## src/rtl/cilp_pkg.sv

```systemverilog
`timescale 1ns / 1ps

package cilp_pkg;

    localparam int VALUE_BITS_DEF  = 32;
    localparam int QUEUE_DEPTH_DEF = 2;

    // result queue; must hold two results per item on top of what waits
    localparam int RES_DEPTH = 4;
    localparam int RES_AW    = $clog2(RES_DEPTH);
    localparam int RES_CW    = $clog2(RES_DEPTH + 1);

    localparam logic [1:0] RX_DEC = 2'd0;
    localparam logic [1:0] RX_OCT = 2'd1;
    localparam logic [1:0] RX_HEX = 2'd2;

    localparam logic [7:0] CNT_MAX = 8'd255;

    typedef enum logic [1:0] {
        PH_IDLE,
        PH_ZERO,
        PH_DIGITS
    } t_phase;

    typedef struct packed {
        logic [7:0] ch;
        logic       start_req;
    } t_item;

    // classified character handed from front to back
    typedef struct packed {
        logic       start;
        logic       is_digit;   // valid hex digit, digit holds its value
        logic [3:0] digit;
        logic       is_zero;
        logic       is_x;
    } t_cls;

    typedef struct packed {
        logic [31:0] value;
        logic [7:0]  consumed;
        logic [1:0]  radix;
        logic        last;
    } t_res;

endpackage

```

## src/rtl/cilp_queue.sv

```systemverilog
`timescale 1ns / 1ps

module cilp_queue #(
    parameter int WIDTH = 8,
    parameter int DEPTH = 2
) (
    input  logic             i_clk,
    input  logic             i_rst_n,
    input  logic [WIDTH-1:0] i_data,
    input  logic             i_push,
    output logic             o_full,
    output logic [WIDTH-1:0] o_data,
    output logic             o_empty,
    input  logic             i_pop
);

    localparam int AW = (DEPTH > 1) ? $clog2(DEPTH) : 1;
    localparam int CW = $clog2(DEPTH + 1);

    logic [WIDTH-1:0] r_mem [DEPTH];
    logic [AW-1:0]    r_wr, n_wr;
    logic [AW-1:0]    r_rd, n_rd;
    logic [CW-1:0]    r_cnt, n_cnt;
    logic             do_push, do_pop;

    assign o_full  = (r_cnt == CW'(DEPTH));
    assign o_empty = (r_cnt == '0);
    assign o_data  = r_mem[r_rd];
    assign do_push = i_push && !o_full;
    assign do_pop  = i_pop && !o_empty;

    always_comb begin
        n_wr  = r_wr;
        n_rd  = r_rd;
        n_cnt = r_cnt;
        if (do_push) begin
            n_wr = (r_wr == AW'(DEPTH - 1)) ? '0 : r_wr + AW'(1);
        end
        if (do_pop) begin
            n_rd = (r_rd == AW'(DEPTH - 1)) ? '0 : r_rd + AW'(1);
        end
        if (do_push && !do_pop) begin
            n_cnt = r_cnt + CW'(1);
        end else if (do_pop && !do_push) begin
            n_cnt = r_cnt - CW'(1);
        end
    end

    always_ff @(posedge i_clk) begin
        if (!i_rst_n) begin
            r_wr  <= '0;
            r_rd  <= '0;
            r_cnt <= '0;
        end else begin
            r_wr  <= n_wr;
            r_rd  <= n_rd;
            r_cnt <= n_cnt;
        end
    end

    always_ff @(posedge i_clk) begin
        if (do_push) begin
            r_mem[r_wr] <= i_data;
        end
    end

endmodule

```

## src/rtl/cilp_front.sv

```systemverilog
`timescale 1ns / 1ps

module cilp_front #(
    parameter int Q_DEPTH = cilp_pkg::QUEUE_DEPTH_DEF
) (
    input  logic            i_clk,
    input  logic            i_rst_n,
    input  cilp_pkg::t_item i_item,
    input  logic            push,
    output logic            full,
    output cilp_pkg::t_cls  o_cls,
    output logic            o_empty,
    input  logic            i_pop
);

    localparam logic [7:0] CH_0  = 8'h30;
    localparam logic [7:0] CH_9  = 8'h39;
    localparam logic [7:0] CH_LA = 8'h61;
    localparam logic [7:0] CH_LF = 8'h66;
    localparam logic [7:0] CH_UA = 8'h41;
    localparam logic [7:0] CH_UF = 8'h46;
    localparam logic [7:0] CH_LX = 8'h78;
    localparam logic [7:0] CH_UX = 8'h58;

    cilp_pkg::t_cls cls;
    logic [7:0]     c;

    assign c = i_item.ch;

    always_comb begin
        cls.start    = i_item.start_req;
        cls.is_zero  = (c == CH_0);
        cls.is_x     = (c == CH_LX) || (c == CH_UX);
        cls.is_digit = 1'b1;
        cls.digit    = '0;
        if (c >= CH_0 && c <= CH_9) begin
            cls.digit = 4'(c - CH_0);
        end else if (c >= CH_LA && c <= CH_LF) begin
            cls.digit = 4'(c - CH_LA + 8'd10);
        end else if (c >= CH_UA && c <= CH_UF) begin
            cls.digit = 4'(c - CH_UA + 8'd10);
        end else begin
            cls.is_digit = 1'b0;
        end
    end

    cilp_queue #(
        .WIDTH ($bits(cilp_pkg::t_cls)),
        .DEPTH (Q_DEPTH)
    ) u_queue (
        .i_clk   (i_clk),
        .i_rst_n (i_rst_n),
        .i_data  (cls),
        .i_push  (push),
        .o_full  (full),
        .o_data  (o_cls),
        .o_empty (o_empty),
        .i_pop   (i_pop)
    );

endmodule

```

## src/rtl/cilp_back.sv

```systemverilog
`timescale 1ns / 1ps

module cilp_back #(
    parameter int VALUE_BITS = cilp_pkg::VALUE_BITS_DEF
) (
    input  logic            i_clk,
    input  logic            i_rst_n,
    input  cilp_pkg::t_cls  i_cls,
    input  logic            i_cls_empty,
    output logic            o_cls_pop,
    output cilp_pkg::t_res  o_result,
    output logic            empty,
    input  logic            pop
);

    cilp_pkg::t_phase         r_phase, n_phase;
    logic [1:0]               r_radix, n_radix;
    logic [VALUE_BITS-1:0]    r_acc, n_acc;
    logic [7:0]               r_count, n_count;

    cilp_pkg::t_res           r_mem [cilp_pkg::RES_DEPTH];
    logic [cilp_pkg::RES_AW-1:0] r_wr, r_rd;
    logic [cilp_pkg::RES_CW-1:0] r_cnt, n_cnt;

    cilp_pkg::t_res           res_a, res_b;
    logic [1:0]               n_res;
    logic                     fire, do_pop;
    logic                     dig10, dig8, in_base;
    logic [VALUE_BITS-1:0]    acc_x8, acc_scaled, acc_next, digit_ext;
    logic [VALUE_BITS+31:0]   acc_wide;

    function automatic cilp_pkg::t_res mk_res(logic [31:0] v, logic [7:0] n, logic [1:0] rx);
        cilp_pkg::t_res r;
        r.value    = v;
        r.consumed = n;
        r.radix    = rx;
        r.last     = 1'b0;
        return r;
    endfunction

    // room for two results whatever the consumer does this cycle
    assign fire      = !i_cls_empty &&
                       (r_cnt <= cilp_pkg::RES_CW'(cilp_pkg::RES_DEPTH - 2));
    assign o_cls_pop = fire;

    assign dig10 = i_cls.is_digit && (i_cls.digit < 4'd10);
    assign dig8  = i_cls.is_digit && (i_cls.digit < 4'd8);

    always_comb begin
        case (r_radix)
            cilp_pkg::RX_OCT: in_base = dig8;
            cilp_pkg::RX_HEX: in_base = i_cls.is_digit;
            default:          in_base = dig10;
        endcase
    end

    // value * base + digit with shifts: 8x, 16x, 8x + 2x
    assign acc_x8    = r_acc << 3;
    assign digit_ext = VALUE_BITS'(i_cls.digit);
    always_comb begin
        case (r_radix)
            cilp_pkg::RX_OCT: acc_scaled = acc_x8;
            cilp_pkg::RX_HEX: acc_scaled = r_acc << 4;
            default:          acc_scaled = acc_x8 + (r_acc << 1);
        endcase
    end
    assign acc_next = acc_scaled + digit_ext;
    assign acc_wide = {32'd0, r_acc};

    // next state
    always_comb begin
        n_phase = r_phase;
        if (fire) begin
            if (i_cls.start) begin
                if (i_cls.is_zero) begin
                    n_phase = cilp_pkg::PH_ZERO;
                end else if (dig10) begin
                    n_phase = cilp_pkg::PH_DIGITS;
                end else begin
                    n_phase = cilp_pkg::PH_IDLE;
                end
            end else begin
                case (r_phase)
                    cilp_pkg::PH_ZERO: begin
                        n_phase = (i_cls.is_x || dig8) ? cilp_pkg::PH_DIGITS
                                                       : cilp_pkg::PH_IDLE;
                    end
                    cilp_pkg::PH_DIGITS: begin
                        n_phase = in_base ? cilp_pkg::PH_DIGITS : cilp_pkg::PH_IDLE;
                    end
                    default: n_phase = cilp_pkg::PH_IDLE;
                endcase
            end
        end
    end

    // datapath and results
    always_comb begin
        n_radix = r_radix;
        n_acc   = r_acc;
        n_count = r_count;
        res_a   = '0;
        res_b   = '0;
        n_res   = 2'd0;
        if (fire) begin
            if (i_cls.start) begin
                case (r_phase)
                    cilp_pkg::PH_ZERO: begin
                        res_a = mk_res(32'd0, 8'd1, cilp_pkg::RX_DEC);
                        n_res = 2'd1;
                    end
                    cilp_pkg::PH_DIGITS: begin
                        res_a = mk_res(acc_wide[31:0], r_count, r_radix);
                        n_res = 2'd1;
                    end
                    default: ;
                endcase
                n_radix = cilp_pkg::RX_DEC;
                n_acc   = '0;
                n_count = 8'd0;
                if (i_cls.is_zero) begin
                    n_count = 8'd1;
                end else if (dig10) begin
                    n_acc   = digit_ext;
                    n_count = 8'd1;
                end else begin
                    // start on a non-digit reports an empty literal at once
                    if (n_res == 2'd0) begin
                        res_a = mk_res(32'd0, 8'd0, cilp_pkg::RX_DEC);
                    end else begin
                        res_b = mk_res(32'd0, 8'd0, cilp_pkg::RX_DEC);
                    end
                    n_res = n_res + 2'd1;
                end
            end else begin
                case (r_phase)
                    cilp_pkg::PH_ZERO: begin
                        if (i_cls.is_x) begin
                            n_radix = cilp_pkg::RX_HEX;
                            n_acc   = '0;
                            n_count = 8'd2;
                        end else if (dig8) begin
                            n_radix = cilp_pkg::RX_OCT;
                            n_acc   = digit_ext;
                            n_count = 8'd2;
                        end else begin
                            // 0 then 8 or 9 still reports octal
                            res_a   = mk_res(32'd0, 8'd1,
                                             dig10 ? cilp_pkg::RX_OCT : cilp_pkg::RX_DEC);
                            n_res   = 2'd1;
                            n_radix = cilp_pkg::RX_DEC;
                            n_acc   = '0;
                            n_count = 8'd0;
                        end
                    end
                    cilp_pkg::PH_DIGITS: begin
                        if (in_base) begin
                            n_acc = acc_next;
                            if (r_count != cilp_pkg::CNT_MAX) begin
                                n_count = r_count + 8'd1;
                            end
                        end else begin
                            res_a   = mk_res(acc_wide[31:0], r_count, r_radix);
                            n_res   = 2'd1;
                            n_radix = cilp_pkg::RX_DEC;
                            n_acc   = '0;
                            n_count = 8'd0;
                        end
                    end
                    default: ;
                endcase
            end
        end
        if (n_res == 2'd1) begin
            res_a.last = 1'b1;
        end
        if (n_res == 2'd2) begin
            res_b.last = 1'b1;
        end
    end

    // result queue, up to two writes per cycle
    assign empty    = (r_cnt == '0);
    assign o_result = r_mem[r_rd];
    assign do_pop   = pop && !empty;

    always_comb begin
        n_cnt = r_cnt + cilp_pkg::RES_CW'(n_res);
        if (do_pop) begin
            n_cnt = n_cnt - cilp_pkg::RES_CW'(1);
        end
    end

    always_ff @(posedge i_clk) begin
        if (!i_rst_n) begin
            r_phase <= cilp_pkg::PH_IDLE;
            r_radix <= cilp_pkg::RX_DEC;
            r_acc   <= '0;
            r_count <= 8'd0;
            r_wr    <= '0;
            r_rd    <= '0;
            r_cnt   <= '0;
        end else begin
            r_phase <= n_phase;
            r_radix <= n_radix;
            r_acc   <= n_acc;
            r_count <= n_count;
            r_wr    <= r_wr + cilp_pkg::RES_AW'(n_res);
            r_cnt   <= n_cnt;
            if (do_pop) begin
                r_rd <= r_rd + cilp_pkg::RES_AW'(1);
            end
        end
    end

    always_ff @(posedge i_clk) begin
        if (n_res != 2'd0) begin
            r_mem[r_wr] <= res_a;
        end
        if (n_res == 2'd2) begin
            r_mem[r_wr + cilp_pkg::RES_AW'(1)] <= res_b;
        end
    end

`ifndef NO_ASSERTIONS
    a_res_bound: assert property (@(posedge i_clk) disable iff (!i_rst_n)
        r_cnt <= cilp_pkg::RES_CW'(cilp_pkg::RES_DEPTH))
        else $error("result queue overfilled");

    a_digits_count: assert property (@(posedge i_clk) disable iff (!i_rst_n)
        r_phase == cilp_pkg::PH_DIGITS |-> r_count != 8'd0)
        else $error("open literal with no characters");

    a_hex_prefix: assert property (@(posedge i_clk) disable iff (!i_rst_n)
        (r_phase == cilp_pkg::PH_DIGITS && r_radix == cilp_pkg::RX_HEX) |-> r_count >= 8'd2)
        else $error("hex literal without prefix count");

    a_end_idle: assert property (@(posedge i_clk) disable iff (!i_rst_n)
        (fire && !i_cls.start && r_phase == cilp_pkg::PH_DIGITS && !in_base)
        |=> (r_phase == cilp_pkg::PH_IDLE && r_acc == '0))
        else $error("literal end did not clear state");

    a_idle_clean: assert property (@(posedge i_clk) disable iff (!i_rst_n)
        r_phase == cilp_pkg::PH_IDLE |-> (r_count == 8'd0 && r_radix == cilp_pkg::RX_DEC))
        else $error("idle with stale literal state");
`endif

endmodule

```

## src/rtl/c_integer_literal_parser_top.sv

```systemverilog
`timescale 1ns / 1ps

// C integer literal parser (decimal, octal, hex). Characters enter through a
// queue-style port (push/full), one per clock while full is low, and are
// decoded in a front stage into a small queue; the back end tracks the open
// literal and accumulates value * base + digit per character, so the
// sustained rate is one character per cycle while the result queue has room.
// A character that ends a literal yields one result; a start flag on a
// non-digit while a literal is open yields two in the same cycle. Results
// leave through a 4-entry queue (empty/pop); the back end takes a character
// only while that queue has two free slots. A result is written into the
// result queue when the back end takes the character that causes it.
module c_integer_literal_parser_top #(
    parameter int VALUE_BITS = cilp_pkg::VALUE_BITS_DEF,
    parameter int Q_DEPTH    = cilp_pkg::QUEUE_DEPTH_DEF
) (
    input  logic            i_clk,
    input  logic            i_rst_n,
    input  cilp_pkg::t_item i_item,
    input  logic            push,
    output logic            full,
    output cilp_pkg::t_res  o_result,
    output logic            empty,
    input  logic            pop
);

    cilp_pkg::t_cls cls;
    logic           cls_empty;
    logic           cls_pop;

    cilp_front #(
        .Q_DEPTH (Q_DEPTH)
    ) u_front (
        .i_clk   (i_clk),
        .i_rst_n (i_rst_n),
        .i_item  (i_item),
        .push    (push),
        .full    (full),
        .o_cls   (cls),
        .o_empty (cls_empty),
        .i_pop   (cls_pop)
    );

    cilp_back #(
        .VALUE_BITS (VALUE_BITS)
    ) u_back (
        .i_clk       (i_clk),
        .i_rst_n     (i_rst_n),
        .i_cls       (cls),
        .i_cls_empty (cls_empty),
        .o_cls_pop   (cls_pop),
        .o_result    (o_result),
        .empty       (empty),
        .pop         (pop)
    );

endmodule

```

## config.mk

```make
export PLATFORM = sky130hd
export DESIGN_NAME = c_integer_literal_parser_top
export DESIGN_NICKNAME = d
export VERILOG_FILES = /design/src/rtl/cilp_pkg.sv /design/src/rtl/cilp_queue.sv /design/src/rtl/cilp_front.sv /design/src/rtl/cilp_back.sv /design/src/rtl/c_integer_literal_parser_top.sv
export SDC_FILE = /design/constraint.sdc
export NUM_CORES = 1
export LEC_CHECK = 0
export BUFFER_PORTS_ARGS = -buffer_cell sky130_fd_sc_hd__buf_2
export CAP_MARGIN = 20
export CORE_MARGIN = 2
export CORE_UTILIZATION = 45
export DETAILED_ROUTE_END_ITERATION = 6
export PLACE_DENSITY = 0.61
export REMOVE_ABC_BUFFERS = 1
export SETUP_SLACK_MARGIN = 0.5
export SYNTH_ARGS = -nofsm -noshare
export SYNTH_HDL_FRONTEND = slang
export SYNTH_HIERARCHICAL = 1
export SYNTH_SLANG_ARGS = --single-unit
```

## constraint.sdc

```tcl
create_clock -name i_clk -period 4.3 [get_ports i_clk]
set_clock_uncertainty 0.05 [all_clocks]
set_input_delay 0.43 -clock i_clk [delete_from_list [all_inputs] [get_ports i_clk]]
set_output_delay 0.43 -clock i_clk [all_outputs]
set_load 0.01 [all_outputs]
```

* Word level (Yosys, flattened, before mapping) *
Memories as Yosys holds them, arrays and structs flattened. A register that Yosys moved wholly into a read port is not among the register bits.
Cells that the tools add are included.

word-level totals
  bits in registers = 55
  memory bits (writable) = 188
  input bits = 13
  output and inout port bits = 45
  word-level logic and storage cells = 152
  memories kept = 2

memory list
  memory                 depth  bits a word  read ports  clocked after Yosys merged registers in  write ports  line              RTL
  u_back.r_mem           4      43           1           1                                        2            cilp_back.sv:21   cilp_pkg::t_res r_mem [cilp_pkg::RES_DEPTH];
  u_front.u_queue.r_mem  2      8            1           1                                        1            cilp_queue.sv:20  logic [WIDTH-1:0] r_mem [DEPTH];

operators by class
  $add $sub $neg = 18
  order comparisons = 9
  equal/unequal tests = 13
  multiplexer cells = 72
  reduce and logical (&&, ||, !) cells = 28

operators by type and width
  kind                   number
  $mux W43               7
  $pmux W43 S2           2
  $mux W32               4
  $pmux W32 S2           2
  $mux W2                20
  $mux W8                5
  $add A32 B32 Y32       1
  $add A32 B4 Y32        1
  $mux W4                6
  $mux W1                20
  $eq A8 B7 Y1 const B   2
  $ge A8 B7 Y1 const B   2
  $le A8 B7 Y1 const B   2
  $pmux W8 S2            1
  $pmux W2 S2            3
  $sub A4 B1 Y4 const B  3
  $logic_and A1 B1 Y1    11
  $add A2 B1 Y2 const B  4
  $add A4 B4 Y4 const B  2
  $add A8 B1 Y8 const B  1
  $eq A2 B2 Y1 const B   4
  $eq A8 B6 Y1 const B   1
  $ge A8 B6 Y1 const B   1
  $le A8 B6 Y1 const B   1
  other kinds (22)       34

* Depth between registers and ports, before layout *
Gate-level depths: netlist (run 1).

  word-level depth = 13
  depth in mapped cells = 20
  gate-level depth less buffers = 14

* Hierarchy *
Netlist (run 1), hierarchy kept.

by module, submodules not included
  module      instances  cells an instance  area an instance (um^2)
  cilp_back   1          1532               12683.4
  cilp_queue  1          50                 809.5
  cilp_front  1          30                 222.7

* Least setup slack after synthesis (run 1) *
OpenSTA, ideal clock, no wires.

  kind = register -> register
  start point = register u_back.r_radix[0]
  end point = register u_back.r_acc[31]
  setup time = 119 ps
  arrival time = 3948 ps
  data required time = 4131 ps
  slack = 182 ps
  stages on the path, launching flop included = 20
  period minus slack after synthesis = 4118 ps
  cell sequence = dfxtp_1 inv_1 ha_1 buf_2 buf_6 buf_6 buf_4 buf_2 buf_1 clkbuf_1 and2_1 ha_1 fa_1 a21oi_1 nor4_2 nand3_4 nand3b_4 nor3b_2 and4_1 o31ai_2

on the way
  word-level cells in the longest chain between the ends = 6
  elaborated cells on any way between the ends = 8
  those cells by class = add/sub: 1; eq/ne: 2; mux: 5

RTL lines
  item                                                 line                              RTL
  from (decl)                                          cilp_back.sv:17                   logic [1:0] r_radix, n_radix;
  from (signal assigned)                               cilp_back.sv:197                  r_radix <= cilp_pkg::RX_DEC;
  from (signal assigned)                               cilp_back.sv:205                  r_radix <= n_radix;
  $eq A2 B2 Y1 / $eq A2 B1 Y1 (equally long branches)  cilp_back.sv:50, cilp_back.sv:61
  $pmux W32 S2                                         cilp_back.sv:61                   case (r_radix)
  $add A32 B4 Y32                                      cilp_back.sv:67                   assign acc_next = acc_scaled + digit_ext;
  $mux W32 *                                           cilp_back.sv:157                  if (in_base) begin
  $pmux W32 S2 *                                       cilp_back.sv:136                  case (r_phase)
  $mux W32 *                                           cilp_back.sv:106                  if (i_cls.start) begin
  to (signal assigned)                                 cilp_back.sv:206                  r_acc <= n_acc;
  to (decl)                                            cilp_back.sv:18                   logic [VALUE_BITS-1:0] r_acc, n_acc;

Mark *: on every way between the ends. The rest lies on a longest branch, timed or not.
A chain may end at the register's enable or synchronous reset.

* Worst setup path after layout (run 1) *
  start point = register u_back.r_acc[2]
  end point = register u_back.r_acc[25]

on the way
  word-level cells in the longest chain between the ends = 6

RTL lines
  item               line              RTL
  $add A32 B32 Y32   cilp_back.sv:64   default: acc_scaled = acc_x8 + (r_acc << 1);
  $pmux W32 S2 *     cilp_back.sv:61
  $add A32 B4 Y32 *  cilp_back.sv:67
  $mux W32 *         cilp_back.sv:157
  $pmux W32 S2 *     cilp_back.sv:136
  $mux W32 *         cilp_back.sv:106

Marked as above.

==> summary.txt, run 1 <==
Timing
  • F_max: 0.276 GHz
  • Worst-Margin Slew: 1.01 ns
  • Crit path time final: 3.63 ns
  • Final worst slack: 0.674 ns
  • Max-slew violation count: 0
  • Final Setup Violations: 0
  • Final period util: 84.3%
  • RSZ-0062 raised after global routing: true
  • Final count of hold timing violations: 0
  • Max transition margin: 32.7%
  • Worst hold slack: 0.0555 ns

Yosys
  • Number of synthesized flops with an enable pin: 20
  • Syn Area/Cell: 8.51 um^2
  • Register area share after synthesis: 37.4%
  • Top_reg_cell synth: dfxtp_1
  • Mapped Area: 13700 um^2
  • Netlist cell types: 90
  • Asr flop ratio synth: 0%
  • Post-synthesis instance total: 1612
  • Yosys reg bits: 246
  • Syn. warnings: 6

Place
  • Dpl hpwl: 24100 um
  • I/O Buffers: 57
  • Post-Place Cells: 1952
  • Global placement routability congestion: 0.889
  • DP Worst Slack: 0.514 ns

Routing
  • Drt pass-1 iters: 5
  • Vias: 12006
  • WL met3: 2200 um
  • Iteration-0 DRC Markers: 1043
  • Top Layer Used: met4
  • Wl on met1: 17100 um
  • Detailed-route vias per instance: 6.02
  • Routed wl met2: 18400 um
  • Residual DRC: 0
  • Final ANT Viol Nets: 0
  • Routed Wire Length: 38400 um
  • WL/cell: 19.3 um

Min path
  • HP Class: input port to flip-flop
  • Worst min-delay path endpoint: u_front/u_queue/r_mem[1][7]
  • Hold path startpoint: i_item[0]
  • WHS Path Cells: 1

Clock tree
  • Post-CTS setup buffers: 0
  • Total CTS buffers: 24
  • CTS max path bufs: 3
  • Clk Latency, worst-skew pair: 0.51 ns
  • CTS tree: yes
  • Root buf cell: clkbuf_16
  • # H-tree levels: 1
  • Hold buffers post-CTS: 0
  • Clock transition at the registers of the reported paths: 0.06 ns
  • CTS Sinks: 246

Global routing
  • Pin count of the biggest net entering global routing: 161
  • Vias in the first global route: 11584
  • Total GRT Usage: 24.3%
  • Initial antenna violation count: 0
  • First-pass GRT wire length: 62700 um
  • Total gr overflow: 0

Finish
  • Layout cells sized above 1: 15.1%
  • Synth-to-layout area growth: 9.90%
  • Number of diodes: 0
  • Final #Nets: 1648
  • Post-Layout Cell Count: 1993

Setup path
  • Flop2flop setup slack: 0.67 ns
  • CP Max Fanout: 9
  • Crit Reg-Reg Endpoint: u_back/r_acc[25]
  • Crit. End Element: flip-flop
  • WP data arrival: 3.96 ns
  • Launching point of the worst reg2reg path: u_back/r_acc[2]
  • Setup crit start kind: flip-flop
  • CP Data Required Time: 4.64 ns
  • Critical path type: flip-flop to flip-flop
  • FF-to-FF path depth: 12

Power
  • Peak VDD IR: 0.000409 V
  • Leakage: 5.37 nW
  • Combinational Power Share: 26.6%
  • Clock Power Share: 32.2%
  • Net Sw Power: 2.17 mW
  • Pwr Density: 423 nW/um^2
  • Final Power: 6.37 mW
  • Register share of total power: 41.2%
  • Net Sw Frac: 34.0%
  • Internal power: 4.21 mW

Die
  • I/O Pins: 58
  • Die ar.: 31900 um^2
  • Die width: 179 um
  • Core area: 29800 um^2
  • DIE HEIGHT: 179 um
  • Site row count: 63
  • Initial Utilization: 46.0%

Flow run
  • Maxcap violations: 0

Outcome
  • Result of the run: finished clean
-- stage by stage --
stage | utilization, % | area, um^2 | TNS, ns
2_1_floorplan | - | 13200 | -545.43
3_3_place_gp | 47.8 | 14200 | 0
3_5_place_dp | 47.8 | 14200 | 0
4_1_cts | 50.3 | 15000 | 0
5_1_grt | 50.6 | 15100 | 0
6_report | 50.6 | 15100 | 0
-- critical path: stages, from the launching register on --
cell,delay [ns]
dfxtp_1,0.42
ha_1,0.29
fa_1,0.47
a211oi_4,0.40
o211ai_2,0.19
a21oi_2,0.23
nor3_1,0.09
nor3_2,0.30
o211ai_1,0.17
nand4b_4,0.28
nor4_2,0.36
xnor2_1,0.16
o21ai_1,0.07
-- cells in the final DEF (no fill, tap or decap), drive strengths merged, types with 9 or more instances in the layout --
| cell type | count |
|---|---|
| a21o | 16 |
| a21oi | 220 |
| a221oi | 23 |
| a22oi | 15 |
| a31oi | 9 |
| and2 | 19 |
| and3 | 9 |
| buf | 82 |
| clkbuf | 34 |
| dfxtp | 226 |
| edfxtp | 20 |
| ha | 44 |
| inv | 25 |
| mux4 | 43 |
| nand2 | 247 |
| nand2b | 10 |
| nand3 | 185 |
| nand4 | 20 |
| nor2 | 55 |
| nor2b | 26 |
| nor3 | 29 |
| o211ai | 11 |
| o21a | 12 |
| o21ai | 49 |
| xnor2 | 35 |
| xor2 | 18 |
-- synthesized netlist by cell type, drive strengths merged (8+ instances only) --
master    n  share of area (%)
a211oi    8               0.51
a21o     16               0.88
a21oi   220                8.1
a221oi   23                1.5
a22oi    15               0.82
a31oi     9               0.46
and2     19               0.88
and3      9               0.45
buf      48                1.8
clkbuf   84                2.3
dfxtp   226                 33
edfxtp   20                4.4
ha       44                4.0
inv      25               0.68
mux2      8               0.66
mux4     43                7.1
nand2   247                6.8
nand2b   10               0.46
nand3   185                6.9
nand4    20               0.91
nor2     55                1.5
nor2b    26                1.2
nor3     29                1.3
o211ai   11               0.75
o21a     12               0.66
o21ai    49                1.8
or3       8               0.40
xnor2    35                2.2
xor2     18                1.1
-- registers in the layout, indices dropped and copies added, names as in the netlist, named ones only --
name and count:
u_back/r_cnt 3, u_back/r_radix 2, u_back/r_count 8, u_front/u_queue/r_cnt 2, u_front/u_queue/r_rd 1, u_back/r_wr 2, u_front/u_queue/r_wr 1, u_back/r_rd 2
u_back/r_acc 32, u_back/r_phase 2, u_front/u_queue/r_mem 16, u_back/r_mem 172
-- metal layers --
metal  track usage, %  vias to the layer above
met2             41.2                      375
met3             2.30                       61
met4             5.22                        0
met1             33.7                     5794
li1                 -                     5776
met5                0                        -
-- power by group through the flow --
| stage | registers, mW | logic (mW) | clock network (mW) |
|---|---|---|---|
| after floorplan | 2.62 | 1.12 | 0 |
| after global placement | 2.67 | 1.65 | 0 |
| after detailed placement | 2.68 | 1.66 | 0 |
| after CTS | 2.62 | 1.67 | 2.09 |
| after global routing | 2.65 | 1.88 | 2.19 |
| final | 2.62 | 1.70 | 2.05 |
-- final cells by class --
cell class	count	area, um^2
multi-input cells	1209	8070
flip-flops and latches	246	5130
fillers	2845	14700
inverters	25	97.6
repair buffers	82	523
well taps	390	488
clock inverters	7	61.3
clock buffers	34	699
-- kinds of logic (layout without fill, tap and decap cells) --
logic type,Yosys count,in the layout,synth area share [%]
AO/OA/AOI/OAI,412,412,18.8
XOR/XNOR,53,53,3.38
adder cells (fa/ha/maj),47,47,4.45
buffers and inverters,157,148,4.80
flip-flops,246,246,37.4
multiplexers,54,54,7.94
AND/OR/NAND/NOR,643,643,23.2
-- how the worst max path moves through the flow --
| stage | to | start | slack [ns] |
|---|---|---|---|
| after floorplan | u_back/r_mem[1][10] | u_back/r_radix[0] | -3.38 |
| after global placement | u_back/r_mem[0][34] | flip-flop | 0.57 |
| after detailed placement | u_back/r_mem[0][36] | flip-flop | 0.51 |
| after CTS | u_back/r_mem[3][29] | flip-flop | 0.53 |
| after global routing | u_back/r_acc[28] | u_back/r_acc[2] | 0.44 |
| final | u_back/r_acc[25] | u_back/r_acc[2] | 0.67 |
-- what timing repair did --
item                                    4_1_cts  5_1_grt
pin swaps                                     0        1
endpoints found under the setup margin        3      175
gates resized for setup                       1       17
cloned                                        0        0
(Power assumes the default switching activity.)
==> run 2, diff against run 1 <==
--- a/config.mk
+++ b/config.mk
@@ -5,12 +5,13 @@
 export SDC_FILE = /design/constraint.sdc
 export NUM_CORES = 1
 export LEC_CHECK = 0
+export ABC_AREA = 1
 export BUFFER_PORTS_ARGS = -buffer_cell sky130_fd_sc_hd__buf_2
 export CAP_MARGIN = 20
 export CORE_MARGIN = 2
 export CORE_UTILIZATION = 45
 export DETAILED_ROUTE_END_ITERATION = 6
-export PLACE_DENSITY = 0.61
+export PLACE_DENSITY = 0.58
 export REMOVE_ABC_BUFFERS = 1
 export SETUP_SLACK_MARGIN = 0.5
 export SYNTH_ARGS = -nofsm -noshare
==> constraint.sdc (replaced) <==
create_clock -name i_clk -period 3.8 [get_ports i_clk]
set_clock_uncertainty 0.05 [all_clocks]
set_input_delay 0.38 -clock i_clk [delete_from_list [all_inputs] [get_ports i_clk]]
set_output_delay 0.38 -clock i_clk [all_outputs]
set_load 0.01 [all_outputs]
==> run 2 against run 1 <==
  * Wire length up 14%
  * Non-clock buffer count is 5 higher
  * Core utilization decreased by 0.40 points
  * Setup slack better by 0.019 ns
  * Cell count is 35% higher
  * Sequential share of layout area shrank 2.4 points
  * Critical path type unchanged
  * Sequential power rose by 51%
  * Cell area is 7.5% higher
  * Largest power group is now combinational cells
  * Area after synthesis rose by 6.7%
==> summary.txt, run 2 <==
Global routing
  • GRT met3 Usage: 2.57%
  • Pin count of the biggest net entering global routing: 87
  • Total gr overflow: 0
  • Total GRT Usage: 25.8%
  • Vias in the first global route: 13091
  • Initial antenna violation count: 0
  • First-pass GRT wire length: 70500 um
  • Met1 Use GR: 36.1%
  • Met2 usage: 43.3%
  • Top Usage Layer GRT: met2

Die
  • Die width: 184 um
  • I/O Pins: 58
  • Die ar.: 34000 um^2
  • Initial Utilization: 45.3%
  • Core area: 32300 um^2
  • Site row count: 66
  • DIE HEIGHT: 184 um

Yosys
  • Number of synthesized flops with an enable pin: 20
  • Xor and xnor area share after synthesis: 0.359%
  • Post-synthesis instance total: 2218
  • Top-area cell type share of the netlist area: 30.9%
  • Leading area contributor after synthesis: dfxtp_1
  • Asr flop ratio synth: 0%
  • Top_reg_cell synth: dfxtp_1
  • Complex-gate fraction of the synthesized area: 17.3%
  • Post-synthesis adder-cell area fraction: 4.17%
  • Mapped Area: 14600 um^2
  • Register area share after synthesis: 35.0%
  • Yosys reg bits: 246
  • Syn. warnings: 6
  • Area contributors post-synth: dfxtp_1 (31%), nor2_1 (14%), o21ai_0 (9.4%), nand2_1 (8.9%), inv_1 (5.8%)
  • Count leader, synth: nor2_1
  • Synth Area in Simple Gates: 32.9%
  • Multiplexer share of the synthesized area: 0.615%
  • Netlist cell types: 55
  • Synth cell count leaders: nor2_1 (536), nand2_1 (349), o21ai_0 (276), inv_1 (227), dfxtp_1 (226)
  • Largest family of logic cells by synthesized area: simple AND/OR/NAND/NOR gates
  • Syn Area/Cell: 6.60 um^2

Setup path
  • Crit. End Element: flip-flop
  • Largest stage delay, worst path: 0.42 ns
  • Critical path type: flip-flop to flip-flop
  • CP Data Required Time: 4.19 ns
  • WP data arrival: 3.50 ns
  • Top delay family on crit path: adder cells
  • Cell chain of the critical path: mux2_2 > nor2_1 > nand2_1 > nand2_2 > inv_1 > ha_1 > o21ai_1 > a31oi_1 > nand2_2 > inv_2 > ha_1 > fa_1 > inv_1 > ha_1 > inv_1 > nor3_1 > nor2_1
  • Setup crit start kind: flip-flop
  • CP Buf/Inv Count: 4
  • CP Max Fanout: 7
  • CP max-delay cell: fa_1

Finish
  • Layout cells sized above 1: 11.8%
  • Number of diodes: 0
  • Multi-input logic area: 8130 um^2
  • Commonest non-fill, non-tap cell in the layout: nor2_1
  • Sequential Area: 5130 um^2
  • Final #Nets: 2297
  • Largest Register: u_back/r_mem
  • Largest regs: u_back/r_mem x172, u_back/r_acc x32, u_front/u_queue/r_mem x16
  • Synth-to-layout area growth: 10.7%
  • Max reg flops: 172
  • Most frequent cells in the layout: nor2_1 (536), nand2_1 (348), o21ai_0 (275)
  • Final instance area: 16200 um^2
  • Fillers: 3345

Place
  • Dpl hpwl: 29500 um
  • DP Area: 15200 um^2
  • Global placement routability congestion: 0.875
  • DP Worst Slack: 0.429 ns
  • I/O Buffers: 57

Clock tree
  • CTS max path bufs: 3
  • # H-tree levels: 1
  • Root buf cell: clkbuf_16
  • Clk Latency, worst-skew pair: 0.56 ns
  • Total CTS buffers: 28
  • Clock transition at the registers of the reported paths: 0.06 ns
  • CTS tree: yes
  • CTS Sinks: 246

Power
  • Leakage: 7.49 nW
  • Peak VDD IR: 0.000390 V
  • Pwr Density: 727 nW/um^2
  • Final Power: 11.8 mW

Routing
  • Residual DRC: 0
  • Drt pass-1 iters: 5
  • Final ANT Viol Nets: 0
  • Iteration-0 DRC Markers: 973
  • Vias: 14302
  • Detailed-route vias per instance: 5.30
  • Routed Wire Length: 43800 um
  • WL/cell: 16.2 um

Timing
  • Worst hold slack: 0.148 ns
  • Worst-Margin Slew: 0.962 ns
  • Crit path time final: 3.11 ns
  • RSZ-0062 raised after global routing: false
  • Max transition margin: 35.9%
  • Final period util: 81.8%
  • Final worst slack: 0.693 ns
  • F_max: 0.322 GHz
  • Final Setup Violations: 0
  • Final count of hold timing violations: 0
  • Max-slew violation count: 0

Min path
  • HP Class: input port to flip-flop

Outcome
  • Result of the run: finished clean

Flow run
  • Maxcap violations: 0
[run 2: path summary, 6_finish.rpt]
| path | startpoint | endpoint | slack (ns) | cells after the start |
|---|---|---|---|---|
| max | flip-flop | u_back/r_cnt[2] | 0.69 | 17 |
| min | i_item[4] | u_front/u_queue/r_mem[0][1] | 0.15 | 2 |
| max reg2reg | flip-flop | u_back/r_cnt[2] | 0.69 | 17 |
| min reg2reg | u_back/r_rd[0] | u_back/r_rd[0] | 0.43 | 1 |
[run 2: cell families after synthesis]
family                     count (synthesis)
buffers and inverters                    351
DFF                                      246
and+or+nand+nor                         1098
xor gates and xnor gates                   6
adders and majority gates                 47
AOI/OAI and AO/OA                        462
muxes                                      8
[run 2: report_power, final]
group | internal [mW] | switching [mW]
logic | 1.81 | 3.37
registers | 3.52 | 0.438
clock network | 1.53 | 1.13
[run 2: worst reg2reg max path, cell delays in order, from the launching register on]
cell     delay (ns)
dfxtp_4        0.39
mux2_2         0.37
nor2_1         0.10
nand2_1        0.10
nand2_2        0.09
inv_1          0.06
ha_1           0.28
o21ai_1        0.07
a31oi_1        0.19
nand2_2        0.12
inv_2          0.09
ha_1           0.15
fa_1           0.42
inv_1          0.07
ha_1           0.14
inv_1          0.05
nor3_1         0.20
nor2_1         0.07
[run 2: per-layer routing]
| metal | part of all wire, % | routed length [um] | vias up |
|---|---|---|---|
| met5 | 0 | 0 | - |
| met2 | 46 | 20000 | 365 |
| li1 | - | - | 7221 |
| met3 | 4.9 | 2150 | 49 |
| met4 | 1.6 | 683 | 0 |
| met1 | 48 | 21000 | 6667 |
[run 2: area by class of cell]
type	instances	share of cell area [%]
timing repair buffer	87	3.24
multi-input combinational	1621	50.2
clock inverter	18	0.973
inverter	252	5.92
timing repair inverter	1	0.0309
tap	442	3.41
sequential	246	31.7
clock buffer	33	4.56
[run 2: metrics by stage]
| step | utilization [%] | std cells | TNS [ns] |
|---|---|---|---|
| finish | 50.2 | 2700 | 0 |
| global route | 50.2 | 2700 | 0 |
| CTS | 50.0 | 2697 | 0 |
| detailed placement | 47.2 | 2645 | 0 |
| global placement | 47.2 | 2645 | 0 |
| floorplan | - | 2119 | -11.87 |
[run 2: what timing repair did]
item | 4_1_cts | 5_1_grt
buffers inserted | 0 | 2
hold endpoints to repair | 2 | 0
hold buffers | 1 | 0
gates cloned | 0 | 1
pin swaps | 0 | 1
resized for setup | 1 | 14
endpoints found under the setup margin | 2 | 58
==> run 3, diff against run 2 <==
--- a/config.mk
+++ b/config.mk
@@ -5,7 +5,7 @@
 export SDC_FILE = /design/constraint.sdc
 export NUM_CORES = 1
 export LEC_CHECK = 0
-export ABC_AREA = 1
+export ABC_AREA = 0
 export BUFFER_PORTS_ARGS = -buffer_cell sky130_fd_sc_hd__buf_2
 export CAP_MARGIN = 20
 export CORE_MARGIN = 2
==> constraint.sdc (replaced) <==
create_clock -name i_clk -period 2.9 [get_ports i_clk]
set_clock_uncertainty 0.05 [all_clocks]
set_input_delay 0.29 -clock i_clk [delete_from_list [all_inputs] [get_ports i_clk]]
set_output_delay 0.29 -clock i_clk [all_outputs]
set_load 0.01 [all_outputs]
==> run 3 against run 2 <==
  * The run now ends with negative setup slack left
  * Maximum frequency down 4.1%
  * Sequential share of layout area fell by 7.0 points
  * First-iteration DRC count rose by 42%
  * Worst hold slack got worse by 0.070 ns
  * Non-clock buffer count is 331 higher
  * Count of clock-buffer cells in the layout rose by 3
  * Global-route usage increased by 4.6 points
  * Cell area increased by 29%
  * Setup slack got worse by 1.0 ns
  * Highest routed layer unchanged
==> summary.txt, run 3 (synthesis results as in run 1) <==
Outcome
  • Result of the run: finished, violations left
  • Failing checks: negative setup slack

Routing
  • Detailed-route vias per instance: 6.22
  • Vias: 14517
  • Residual DRC: 0
  • Drt pass-1 iters: 6
  • Wl on met1: 21300 um
  • Final ANT Viol Nets: 0
  • Routed wl met2: 25900 um
  • Iteration-0 DRC Markers: 1386
  • Top Layer Used: met4
  • WL met3: 4170 um
  • WL/cell: 23.2 um
  • Routed Wire Length: 54000 um

Timing
  • Final count of hold timing violations: 0
  • Max-slew violation count: 0
  • Final worst slack: -0.339 ns
  • RSZ-0062 raised after global routing: true
  • Max transition margin: 49.2%
  • Worst-Margin Slew: 0.762 ns
  • Crit path time final: 3.24 ns
  • F_max: 0.309 GHz
  • Worst hold slack: 0.0780 ns
  • Final period util: 112%
  • Final Setup Violations: 198

Clock tree
  • Clock transition at the registers of the reported paths: 0.06 ns
  • CTS max path bufs: 3
  • CTS Sinks: 246
  • CTS tree: yes
  • # H-tree levels: 1
  • Total CTS buffers: 26
  • Root buf cell: clkbuf_16
  • Clk Latency, worst-skew pair: 0.54 ns

Power
  • Combinational Power Share: 39.4%
  • Leakage: 7.76 nW
  • Pwr Density: 556 nW/um^2
  • Internal power: 7.51 mW
  • Peak VDD IR: 0.000672 V
  • Net Sw Frac: 35.4%
  • Clock Power Share: 27.7%
  • Register share of total power: 32.9%
  • Net Sw Power: 4.11 mW

Finish
  • Largest Register: u_back/r_mem
  • Final #Nets: 1986
  • Final instance area: 20900 um^2
  • Synth-to-layout area growth: 52.2%
  • Layout cells sized above 1: 47.1%
  • Max reg flops: 172
  • Sequential Area: 5150 um^2
  • Multi-input logic area: 9970 um^2
  • Largest regs: u_back/r_mem x172, u_back/r_acc x32, u_front/u_queue/r_mem x16
  • Fillers: 2148
  • Commonest non-fill, non-tap cell in the layout: buf_4
  • Most frequent cells in the layout: buf_4 (216), dfxtp_1 (213), nand2_1 (208)
  • Number of diodes: 0

Die
  • I/O Pins: 58
  • DIE HEIGHT: 179 um
  • Site row count: 63
  • Initial Utilization: 46.0%
  • Die width: 179 um
  • Die ar.: 31900 um^2
  • Core area: 29800 um^2

Global routing
  • Total GRT Usage: 30.4%
  • Total gr overflow: 0
  • Initial antenna violation count: 0
  • Vias in the first global route: 13799
  • Pin count of the biggest net entering global routing: 121
  • First-pass GRT wire length: 75700 um

Setup path
  • Crit. End Element: flip-flop
  • WP data arrival: 3.61 ns
  • CP Max Fanout: 6
  • Setup crit start kind: flip-flop
  • Critical path type: flip-flop to flip-flop
  • CP Data Required Time: 3.27 ns

Place
  • Global placement routability congestion: 0.921
  • Dpl hpwl: 28100 um
  • DP Area: 15900 um^2
  • I/O Buffers: 57

Min path
  • HP Class: input port to flip-flop

Flow run
  • Maxcap violations: 0
run 3: cell types whose count changed in the layout (fill, tap and decap cells not counted), sizes merged, moves of 17 or more:
| cell | previous run | this run |
|---|---|---|
| nor2 | 564 | 55 |
| buf | 86 | 408 |
| o21ai | 290 | 49 |
| inv | 247 | 25 |
| nand2 | 388 | 247 |
| a21oi | 81 | 220 |
| nand3 | 97 | 185 |
| o22ai | 56 | 3 |
| mux4 | 0 | 43 |
| xnor2 | 3 | 35 |
| nor2b | 0 | 26 |
| a221oi | 2 | 23 |
| and2 | 1 | 19 |
| nor3 | 12 | 29 |
run 3: final cells by class:
cell class	count	share of cell area, %
multi-input combinational	1209	47.8
sequential	246	24.7
timing repair buffer	418	20.9
clock buffer	36	3.49
tap	390	2.34
inverter	25	0.461
clock inverter	9	0.348
run 3: layer usage:
layer	up-vias	GRT usage, %
met5	-	0
met4	0	11.1
met3	209	5.14
met2	714	51.9
met1	7107	38.4
li1	6487	-
run 3: per-stage QoR:
step	total power, mW	setup TNS [ns]	util (%)	worst slack (ns)	std cells
finish	11.6	-38.24	70.1	-0.339	2333
global route	12.0	-52.14	70.1	-0.449	2333
CTS	10.8	-12.93	63.9	-0.272	2282
detailed placement	6.99	-45.81	53.2	-0.498	2144
global placement	6.95	-34.71	53.2	-0.464	2144
floorplan	5.55	-814.08	-	-4.78	1480
run 3: path summary, 6_finish.rpt:
path                            start                    to  slack (ns)  cells after the start
setup reg to reg      u_back/r_acc[2]      u_back/r_acc[27]       -0.34                     14
hold reg to reg   u_back/r_mem[3][41]   u_back/r_mem[3][41]        0.41                      2
hold / removal                   push  u_front/u_queue/r_wr        0.08                      3
setup / recovery      u_back/r_acc[2]      u_back/r_acc[27]       -0.34                     14
run 3: critical path, stage by stage (launching register included):
cell	delay (ns)
dfxtp_2	0.33
ha_4	0.16
fa_2	0.37
a211oi_4	0.33
o21a_1	0.21
buf_4	0.13
o211ai_1	0.16
a2111oi_4	0.27
and2_4	0.25
nand3_4	0.08
nand3b_4	0.25
buf_6	0.18
nor3_4	0.12
xnor2_1	0.14
o2bb2ai_1	0.08
run 3: power by group through the flow:
| stage | clock network (mW) | registers, mW | logic, mW |
|---|---|---|---|
| floorplan | 0 | 3.88 | 1.66 |
| global placement | 0 | 3.85 | 3.10 |
| detailed placement | 0 | 3.86 | 3.13 |
| CTS | 3.22 | 3.80 | 3.78 |
| global route | 3.37 | 3.84 | 4.80 |
| finish | 3.21 | 3.82 | 4.58 |
run 3: repair_timing:
action	in CTS	in global routing
endpoints found under the setup margin	262	223
hold endpoints to repair	2	0
hold buffers	1	0
resized for setup	283	303
pin swaps	75	151
buffers inserted	68	44
gates cloned	24	7
